===== src/rtl/core/fpssd_pkg.sv =====
// Shared types and constants of the fixed-point shift-subtract divider.
`timescale 1ns / 1ps

package fpssd_pkg;

    // Width of every payload field; the working word may be narrower.
    localparam int FIELD_BITS  = 64;
    // Depth of the item queue between the front and back parts.
    localparam int QUEUE_DEPTH = 2;

    typedef struct packed {
        logic [FIELD_BITS-1:0] dividend_raw;
        logic [FIELD_BITS-1:0] divisor_raw;
    } div_in_t;

    typedef struct packed {
        logic [FIELD_BITS-1:0] quotient_raw;
        logic                  divide_by_zero;
    } div_out_t;

    // A normalised item handed from the front part to the back part.
    typedef struct packed {
        logic [FIELD_BITS-1:0] remain;
        logic [FIELD_BITS-1:0] divisor;
        logic [FIELD_BITS-1:0] bit_mask;
        logic                  div_zero;
    } norm_item_t;

    typedef enum logic {
        FRONT_IDLE,
        FRONT_NORM
    } front_state_t;

    typedef enum logic {
        BACK_IDLE,
        BACK_RUN
    } back_state_t;

endpackage


===== src/rtl/core/fpssd_queue.sv =====
// Two-entry item queue between the normalising front part and the restoring back part.
`timescale 1ns / 1ps

module fpssd_queue
    import fpssd_pkg::*;
(
    input  logic       clk,
    input  logic       rst_n,
    input  logic       push,
    input  norm_item_t push_item,
    output logic       full,
    input  logic       pop,
    output norm_item_t pop_item,
    output logic       empty
);

    localparam int PTR_BITS = (QUEUE_DEPTH > 1) ? $clog2(QUEUE_DEPTH) : 1;
    localparam int CNT_BITS = $clog2(QUEUE_DEPTH + 1);
    localparam logic [PTR_BITS-1:0] LAST_PTR = PTR_BITS'(QUEUE_DEPTH - 1);
    localparam logic [CNT_BITS-1:0] DEPTH_CNT = CNT_BITS'(QUEUE_DEPTH);

    norm_item_t            entries [QUEUE_DEPTH];
    logic [PTR_BITS-1:0]   wr_ptr_reg;
    logic [PTR_BITS-1:0]   wr_ptr_next;
    logic [PTR_BITS-1:0]   rd_ptr_reg;
    logic [PTR_BITS-1:0]   rd_ptr_next;
    logic [CNT_BITS-1:0]   count_reg;
    logic [CNT_BITS-1:0]   count_next;
    logic                  do_push;
    logic                  do_pop;

    assign full     = (count_reg == DEPTH_CNT);
    assign empty    = (count_reg == '0);
    assign do_push  = push && !full;
    assign do_pop   = pop && !empty;
    assign pop_item = entries[rd_ptr_reg];

    always_comb
    begin
        wr_ptr_next = wr_ptr_reg;
        rd_ptr_next = rd_ptr_reg;
        count_next  = count_reg;
        if (do_push)
        begin
            wr_ptr_next = (wr_ptr_reg == LAST_PTR) ? '0 : wr_ptr_reg + PTR_BITS'(1);
        end
        if (do_pop)
        begin
            rd_ptr_next = (rd_ptr_reg == LAST_PTR) ? '0 : rd_ptr_reg + PTR_BITS'(1);
        end
        if (do_push && !do_pop)
        begin
            count_next = count_reg + CNT_BITS'(1);
        end
        else if (do_pop && !do_push)
        begin
            count_next = count_reg - CNT_BITS'(1);
        end
    end

    always_ff @(posedge clk or negedge rst_n)
    begin
        if (!rst_n)
        begin
            wr_ptr_reg <= '0;
            rd_ptr_reg <= '0;
            count_reg  <= '0;
        end
        else
        begin
            wr_ptr_reg <= wr_ptr_next;
            rd_ptr_reg <= rd_ptr_next;
            count_reg  <= count_next;
        end
    end

    always_ff @(posedge clk)
    begin
        if (do_push)
        begin
            entries[wr_ptr_reg] <= push_item;
        end
    end

    // The fill count stays within the depth, and the pointers agree once the queue is full or empty.
    a_count_range: assert property (@(posedge clk) disable iff (!rst_n)
        count_reg <= DEPTH_CNT)
        else $error("queue fill count beyond depth");

    a_full_ptrs: assert property (@(posedge clk) disable iff (!rst_n)
        (full || empty) |-> (wr_ptr_reg == rd_ptr_reg))
        else $error("queue pointers disagree with fill count");

endmodule


===== src/rtl/core/fpssd_front.sv =====
// Front part: takes items, flags a zero divisor and normalises the divisor and mask.
`timescale 1ns / 1ps

module fpssd_front
    import fpssd_pkg::*;
#(
    parameter int WORD_BITS = 64
)
(
    input  logic       clk,
    input  logic       rst_n,
    input  logic       start,
    input  div_in_t    operands,
    output logic       busy,
    output logic       push,
    output norm_item_t push_item,
    input  logic       full
);

    localparam int HALF_BITS = WORD_BITS / 2;
    localparam int CNT_BITS  = $clog2(HALF_BITS + 1);
    localparam logic [CNT_BITS-1:0] HALF_CNT = CNT_BITS'(HALF_BITS);
    localparam logic [WORD_BITS-1:0] START_MASK =
        {{(WORD_BITS-1){1'b0}}, 1'b1} << HALF_BITS;

    front_state_t          state_reg;
    front_state_t          state_next;
    logic [WORD_BITS-1:0]  remain_reg;
    logic [WORD_BITS-1:0]  remain_next;
    logic [WORD_BITS-1:0]  divisor_reg;
    logic [WORD_BITS-1:0]  divisor_next;
    logic [WORD_BITS-1:0]  mask_reg;
    logic [WORD_BITS-1:0]  mask_next;
    logic                  zero_reg;
    logic                  zero_next;
    logic [CNT_BITS-1:0]   cnt_reg;
    logic [CNT_BITS-1:0]   cnt_next;
    logic                  norm_done;

    assign busy = (state_reg != FRONT_IDLE);

    // Doubling stops once the divisor has caught up with the dividend or the
    // shift budget is spent; a zero divisor skips straight to the queue.
    assign norm_done = zero_reg || (cnt_reg == HALF_CNT) || (divisor_reg >= remain_reg);

    assign push_item.remain   = FIELD_BITS'(remain_reg);
    assign push_item.divisor  = FIELD_BITS'(divisor_reg);
    assign push_item.bit_mask = FIELD_BITS'(mask_reg);
    assign push_item.div_zero = zero_reg;

    always_comb
    begin
        state_next   = state_reg;
        remain_next  = remain_reg;
        divisor_next = divisor_reg;
        mask_next    = mask_reg;
        zero_next    = zero_reg;
        cnt_next     = cnt_reg;
        push         = 1'b0;
        case (state_reg)
            FRONT_IDLE:
            begin
                if (start)
                begin
                    remain_next  = operands.dividend_raw[WORD_BITS-1:0];
                    divisor_next = operands.divisor_raw[WORD_BITS-1:0];
                    mask_next    = START_MASK;
                    zero_next    = (operands.divisor_raw[WORD_BITS-1:0] == '0);
                    cnt_next     = '0;
                    state_next   = FRONT_NORM;
                end
            end
            FRONT_NORM:
            begin
                if (norm_done)
                begin
                    if (!full)
                    begin
                        push       = 1'b1;
                        state_next = FRONT_IDLE;
                    end
                end
                else
                begin
                    divisor_next = divisor_reg << 1;
                    mask_next    = mask_reg << 1;
                    cnt_next     = cnt_reg + CNT_BITS'(1);
                end
            end
            default:
            begin
                state_next = FRONT_IDLE;
            end
        endcase
    end

    always_ff @(posedge clk or negedge rst_n)
    begin
        if (!rst_n)
        begin
            state_reg <= FRONT_IDLE;
            cnt_reg   <= '0;
        end
        else
        begin
            state_reg <= state_next;
            cnt_reg   <= cnt_next;
        end
    end

    always_ff @(posedge clk)
    begin
        remain_reg  <= remain_next;
        divisor_reg <= divisor_next;
        mask_reg    <= mask_next;
        zero_reg    <= zero_next;
    end

endmodule


===== src/rtl/core/fpssd_back.sv =====
// Back part: restoring subtract-and-shift steps on one normalised item at a time.
`timescale 1ns / 1ps

module fpssd_back
    import fpssd_pkg::*;
#(
    parameter int WORD_BITS      = 64,
    parameter int QUOTIENT_STEPS = 32
)
(
    input  logic       clk,
    input  logic       rst_n,
    input  logic       empty,
    input  norm_item_t pop_item,
    output logic       pop,
    output logic       done,
    output div_out_t   result
);

    localparam int STEP_BITS = $clog2(QUOTIENT_STEPS + 1);
    localparam logic [STEP_BITS-1:0] LAST_STEP = STEP_BITS'(QUOTIENT_STEPS);

    back_state_t           state_reg;
    back_state_t           state_next;
    logic [WORD_BITS-1:0]  remain_reg;
    logic [WORD_BITS-1:0]  remain_next;
    logic [WORD_BITS-1:0]  divisor_reg;
    logic [WORD_BITS-1:0]  divisor_next;
    logic [WORD_BITS-1:0]  mask_reg;
    logic [WORD_BITS-1:0]  mask_next;
    logic [WORD_BITS-1:0]  quot_reg;
    logic [WORD_BITS-1:0]  quot_next;
    logic                  zero_reg;
    logic                  zero_next;
    logic [STEP_BITS-1:0]  step_reg;
    logic [STEP_BITS-1:0]  step_next;
    logic                  done_reg;
    logic                  done_next;
    div_out_t              result_reg;
    div_out_t              result_next;
    logic                  finished;

    assign done   = done_reg;
    assign result = result_reg;

    // A mask shifted out of the word ends the item with whatever is gathered.
    assign finished = zero_reg || (mask_reg == '0) || (step_reg == LAST_STEP);

    always_comb
    begin
        state_next   = state_reg;
        remain_next  = remain_reg;
        divisor_next = divisor_reg;
        mask_next    = mask_reg;
        quot_next    = quot_reg;
        zero_next    = zero_reg;
        step_next    = step_reg;
        done_next    = 1'b0;
        result_next  = result_reg;
        pop          = 1'b0;
        case (state_reg)
            BACK_IDLE:
            begin
                if (!empty)
                begin
                    pop          = 1'b1;
                    remain_next  = pop_item.remain[WORD_BITS-1:0];
                    divisor_next = pop_item.divisor[WORD_BITS-1:0];
                    mask_next    = pop_item.bit_mask[WORD_BITS-1:0];
                    zero_next    = pop_item.div_zero;
                    quot_next    = '0;
                    step_next    = '0;
                    state_next   = BACK_RUN;
                end
            end
            BACK_RUN:
            begin
                if (finished)
                begin
                    done_next                  = 1'b1;
                    result_next.quotient_raw   = FIELD_BITS'(quot_reg);
                    result_next.divide_by_zero = zero_reg;
                    state_next                 = BACK_IDLE;
                end
                else
                begin
                    if (remain_reg >= divisor_reg)
                    begin
                        remain_next = remain_reg - divisor_reg;
                        quot_next   = quot_reg + mask_reg;
                    end
                    divisor_next = divisor_reg >> 1;
                    mask_next    = mask_reg >> 1;
                    step_next    = step_reg + STEP_BITS'(1);
                end
            end
            default:
            begin
                state_next = BACK_IDLE;
            end
        endcase
    end

    always_ff @(posedge clk or negedge rst_n)
    begin
        if (!rst_n)
        begin
            state_reg <= BACK_IDLE;
            step_reg  <= '0;
            done_reg  <= 1'b0;
        end
        else
        begin
            state_reg <= state_next;
            step_reg  <= step_next;
            done_reg  <= done_next;
        end
    end

    always_ff @(posedge clk)
    begin
        remain_reg  <= remain_next;
        divisor_reg <= divisor_next;
        mask_reg    <= mask_next;
        quot_reg    <= quot_next;
        zero_reg    <= zero_next;
        result_reg  <= result_next;
    end

    a_done_after_run: assert property (@(posedge clk) disable iff (!rst_n)
        done |-> ($past(state_reg) == BACK_RUN) && (state_reg == BACK_IDLE))
        else $error("result strobe without a finished item");

    a_zero_quotient: assert property (@(posedge clk) disable iff (!rst_n)
        (done && result.divide_by_zero) |-> (result.quotient_raw == '0))
        else $error("zero divisor gave a non-zero quotient");

    a_step_bound: assert property (@(posedge clk) disable iff (!rst_n)
        (state_reg == BACK_RUN) |-> (step_reg <= LAST_STEP))
        else $error("restoring step count overran");

endmodule


===== src/rtl/core/fixed_point_shift_subtract_divider.sv =====
// Top level of the unsigned fixed-point restoring divider.
`timescale 1ns / 1ps

// Divides an unsigned fixed-point dividend by a divisor of the same format
// (Q32.32 at the default WORD_BITS of 64) and gives one quotient per item,
// with divide_by_zero set and the quotient zero when the divisor is zero.
// An item is taken when start is high and busy is low. The front part then
// doubles the divisor and mask until the divisor reaches the dividend or its
// shift budget is spent, and hands the item to a two-entry queue, waiting
// while the queue is full; the back part pops it and runs one restoring step
// per cycle while the front part normalises the next item in parallel. The
// result appears on result for exactly one cycle with done high; the
// receiver cannot stall it, so it must take every result in that cycle.

module fixed_point_shift_subtract_divider
    import fpssd_pkg::*;
#(
    parameter int WORD_BITS      = 64,
    parameter int QUOTIENT_STEPS = 32
)
(
    input  logic     clk,
    input  logic     rst_n,
    input  logic     start,
    output logic     busy,
    input  div_in_t  operands,
    output logic     done,
    output div_out_t result
);

    logic       q_push;
    logic       q_pop;
    logic       q_full;
    logic       q_empty;
    norm_item_t q_push_item;
    norm_item_t q_pop_item;

    fpssd_front #(
        .WORD_BITS (WORD_BITS)
    ) u_front (
        .clk       (clk),
        .rst_n     (rst_n),
        .start     (start),
        .operands  (operands),
        .busy      (busy),
        .push      (q_push),
        .push_item (q_push_item),
        .full      (q_full)
    );

    fpssd_queue u_queue (
        .clk       (clk),
        .rst_n     (rst_n),
        .push      (q_push),
        .push_item (q_push_item),
        .full      (q_full),
        .pop       (q_pop),
        .pop_item  (q_pop_item),
        .empty     (q_empty)
    );

    fpssd_back #(
        .WORD_BITS      (WORD_BITS),
        .QUOTIENT_STEPS (QUOTIENT_STEPS)
    ) u_back (
        .clk      (clk),
        .rst_n    (rst_n),
        .empty    (q_empty),
        .pop_item (q_pop_item),
        .pop      (q_pop),
        .done     (done),
        .result   (result)
    );

endmodule


===== config.mk =====
export PLATFORM = sky130hd
export DESIGN_NAME = fixed_point_shift_subtract_divider
export DESIGN_NICKNAME = d
export VERILOG_FILES = /design/src/rtl/core/fpssd_pkg.sv /design/src/rtl/core/fpssd_queue.sv /design/src/rtl/core/fpssd_front.sv /design/src/rtl/core/fpssd_back.sv /design/src/rtl/core/fixed_point_shift_subtract_divider.sv
export SDC_FILE = /design/constraint.sdc
export NUM_CORES = 1
export LEC_CHECK = 0
export ABC_AREA = 1
export CORE_UTILIZATION = 45
export CTS_BUF_LIST = sky130_fd_sc_hd__clkbuf_16
export CTS_CLUSTER_DIAMETER = 60
export CTS_CLUSTER_SIZE = 40
export DETAILED_ROUTE_END_ITERATION = 8
export DONT_BUFFER_PORTS = 1
export PLACE_DENSITY_LB_ADDON = 0.05
export SLEW_MARGIN = 0
export SYNTH_ARGS = -nofsm -noshare
export SYNTH_HDL_FRONTEND = slang
export SYNTH_HIERARCHICAL = 1
export SYNTH_SLANG_ARGS = --single-unit

===== constraint.sdc =====
create_clock -name clk -period 15.8 [get_ports clk]
set_input_delay 1.58 -clock clk [delete_from_list [all_inputs] [get_ports clk]]
set_output_delay 1.58 -clock clk [all_outputs]
set_load 0.01 [all_outputs]

==> reports/results.txt <==
Post-Synth Simple-Gate Area -> 24.0%
multiplexer share of the synthesized area -> 0%
x dimension of the die -> 325 µm
final setup fails -> 0
R2R depth -> 17
critical path's largest stage delay -> 860 ps
Placeable Area -> 103000 µm²
final wirelength -> 121000 µm
synthesized instance count -> 5316
most used routing layer -> met2
Final Wtd Congestion -> 0.954
GR Util met2 -> 40.3%
Post-Route Setup TNS -> 0 ps
count of max-cap constraint violations -> 0
arrival time worst endpoint -> 5560 ps
nets -> 5640
number of gates given a new drive strength after cts -> 0
violation count after the first detailed-route iteration -> 2150
Avg Vias per Cell -> 4.89
met3 track utilization from global routing -> 3.19%
global-route wire length before repair -> 185000 µm
mean instance size in the synthesized netlist -> 8.82 µm²
fraction of final layout cells with drive strength greater than 1 -> 5.41%
maximum number of pins on one net before global-route repair -> 180
max FFs per register -> 386
drt pass-1 iters -> 5
number of buffer cells added on primary ports -> 0
worst-path cell chain -> ha_1, nand2_1, nor2_1, nand2_1, nor2_1, nor2_1, nand2_1, nand2_1, nand2_1, nand2_2, nand2_1, nand2_1, nor2_1, o21ai_0, nor2_4, buf_4, buf_4
master of the slowest instance on the critical path -> sky130_fd_sc_hd__buf_4
Clk Tree Root Cell -> sky130_fd_sc_hd__clkbuf_16
RSZ-0062 raised after global routing -> no
Area growth, synth to finish -> 8.89%
remaining number of nets flagged by the antenna check after routing -> 0
number of max-slew violations in the final report -> 0
Yosys cell types -> 46
count of H-tree levels built during CTS -> 3
worst-path maximum fanout -> 67
maximum clock skew at final layout -> 31.8 ps
CTS Hold Buffers Added -> 0
antenna violations before repair -> 6
vias in the first global route -> 32000
sink of the worst hold path -> u_queue/entries[0][64]$_DFFE_PP_
global-route met1 utilization -> 28.9%
cell repeated most along the worst path -> sky130_fd_sc_hd__nand2_1
capturing point of the worst reg2reg path -> u_queue/entries[1][83]$_DFFE_PP_
worst min-delay path category -> flop to flop
remaining routing DRC violations -> 0
type of the worst setup path -> flop to flop
warnings from Yosys -> 6
TritonCTS clock tree -> done
CP Data Required Time -> 16080 ps
kind of start point of the critical path -> flop
critical path endpoint category -> flop
adder-cell share of the synthesized area -> 5.31%
clock slew at the register clock pins of the worst setup and hold paths -> 80 ps
timing-limited maximum frequency -> 0.189 GHz
area leader, netlist -> sky130_fd_sc_hd__edfxtp_1
origin of the worst min-delay path -> u_front/mask_reg[63]$_SDFFCE_PN0P_
standard-cell rows -> 118
part of the Yosys area used for sequential elements -> 56.6%
Final HPWL DP -> 88100 µm
total count of hold-check failures in the final report -> 0
post-CTS setup repair buffer count -> 0
share of the cycle needed by the critical path after routing -> 33.5%
GRT Total Usage -> 22.8%
Tightest Pin Transition -> 1070 ps
netlist area before placement -> 46900 µm²
worst-case clock buffer depth -> 3
XOR/XNOR share of the synthesized area -> 0.747%
Via Count -> 33100
clock insertion delay at the later pin of the skew report -> 680 ps
dominant combinational cell family by area after synthesis -> simple AND/OR/NAND/NOR gates
critical register-to-register path startpoint -> u_front/divisor_reg[15]$_DFFE_PP_
area enclosed by the die boundary -> 106000 µm²
number of buffers created by CTS -> 83
Synth Area in Compound Gates -> 4.76%
outcome -> finished clean
starting density of the core -> 45.3%
# IOs -> 198
mean routed wirelength per cell -> 17.8 µm
hold path cells -> 0
synth top area cells -> sky130_fd_sc_hd__edfxtp_1 56%, sky130_fd_sc_hd__nand2_1 17%, sky130_fd_sc_hd__inv_1 6.5%
die height -> 325 µm
Period minus WS final -> 5290 ps
minimum setup slack among reg-to-reg paths -> 10510 ps
Remaining Overflow, GRT -> 0
headroom to the max-slew limit -> 28.4%
fraction of synthesized cell area taken by the top area cell type -> 55.6%
Yosys reg bits -> 888
count of clock tree sinks -> 888
[cell families (layout without fill, tap and decap cells)]
logic type | count (synthesis) | count (layout)
compound gates | 432 | 432
xor+xnor | 40 | 40
fa+ha+maj | 198 | 198
buf+inv | 972 | 1006
flops | 888 | 888
other cells | 1 | 34
simple gates | 2785 | 2785
[layer usage]
| layer | vias to the layer above | share of wire (%) |
|---|---|---|
| met2 | 593 | 50 |
| met1 | 15300 | 43 |
| met4 | 10 | 2.8 |
| met5 | - | 0.051 |
| li1 | 17000 | - |
| met3 | 167 | 3.8 |
[how the worst max path moves through the flow]
| stage | startpoint | slack, ps | depth (start not counted) | to |
|---|---|---|---|---|
| 2_1_floorplan | u_front/divisor_reg[55]$_DFFE_PP_ | 5220 | 12 | u_queue/entries[1][0]$_DFFE_PP_ |
| 3_3_place_gp | u_front/divisor_reg[15]$_DFFE_PP_ | 10500 | 17 | u_queue/entries[1][86]$_DFFE_PP_ |
| 3_5_place_dp | u_front/divisor_reg[15]$_DFFE_PP_ | 10430 | 17 | u_queue/entries[1][147]$_DFFE_PP_ |
| 4_1_cts | u_front/divisor_reg[31]$_DFFE_PP_ | 10410 | 15 | u_queue/entries[1][83]$_DFFE_PP_ |
| 5_1_grt | u_front/divisor_reg[7]$_DFFE_PP_ | 10100 | 17 | u_queue/entries[1][83]$_DFFE_PP_ |
| 6_report | u_front/divisor_reg[15]$_DFFE_PP_ | 10510 | 17 | u_queue/entries[1][83]$_DFFE_PP_ |
[cell usage in the layout, fill, tap and decap left out, drive strengths merged]
cell type	n
buf	23
clkbuf	83
or2	1
nand3	149
nor3b	1
nor2	302
bufinv	3
ha	196
o21bai	10
xnor2	33
o21a	7
o21ai	223
conb	32
nand2	2217
clkinv	32
xor2	7
fa	2
a21oi	185
nand3b	11
edfxtp	869
nand4	41
inv	861
diode	2
clkinvlp	4
dfrtp	19
nor3	36
a21o	6
and2	5
nor4	22
a21boi	1
[area by class of cell]
cell class / count / area [µm²]
repair buffers: 23 / 173
clock inverters: 72 / 875
multi-input cells: 3487 / 16500
diodes: 2 / 5.00
well taps: 1380 / 1730
inverters: 828 / 3130
flip-flops and latches: 888 / 26600
fillers: 9958 / 52400
clock buffers: 83 / 2080
[cells in the mapped netlist (all sizes together)]
| master | count |
|---|---|
| nand2 | 2217 |
| edfxtp | 869 |
| inv | 826 |
| nor2 | 302 |
| o21ai | 223 |
| ha | 196 |
| a21oi | 185 |
| nand3 | 149 |
| buf | 102 |
| clkbuf | 42 |
| nand4 | 41 |
| nor3 | 36 |
| xnor2 | 33 |
| nor4 | 22 |
| dfrtp | 19 |
| nand3b | 11 |
| o21bai | 10 |
| o21a | 7 |
| xor2 | 7 |
| a21o | 6 |
| and2 | 5 |
| clkinv | 2 |
| fa | 2 |
| a21boi | 1 |
| conb | 1 |
| nor3b | 1 |
| or2 | 1 |
[metrics by stage]
stage / util, % / instances / hold slack, ps / area (µm²) / setup WS, ps
CTS: 49.3 / 6761 / 451 / 51100 / 10410
finish: 49.3 / 6763 / 447 / 51100 / 10510
global placement: 46.5 / 6606 / 425 / 48100 / 10500
floorplan: - / 5347 / 421 / 47000 / 5220
detailed placement: 46.5 / 6606 / 431 / 48100 / 10430
global route: 49.3 / 6761 / 453 / 51100 / 10100
[worst max-delay path, delay by kind of cell (launching register included)]
kind	cells	cell delay, ps
and+or+nand+nor	13	2190
adders and majority gates	1	330
DFF	1	430
AOI/OAI and AO/OA	1	200
buffers and inverters	2	1590
Power is left out: the tool's default activity adds up to more than one toggle a clock period on the data nets, which glitch-free logic cannot reach.
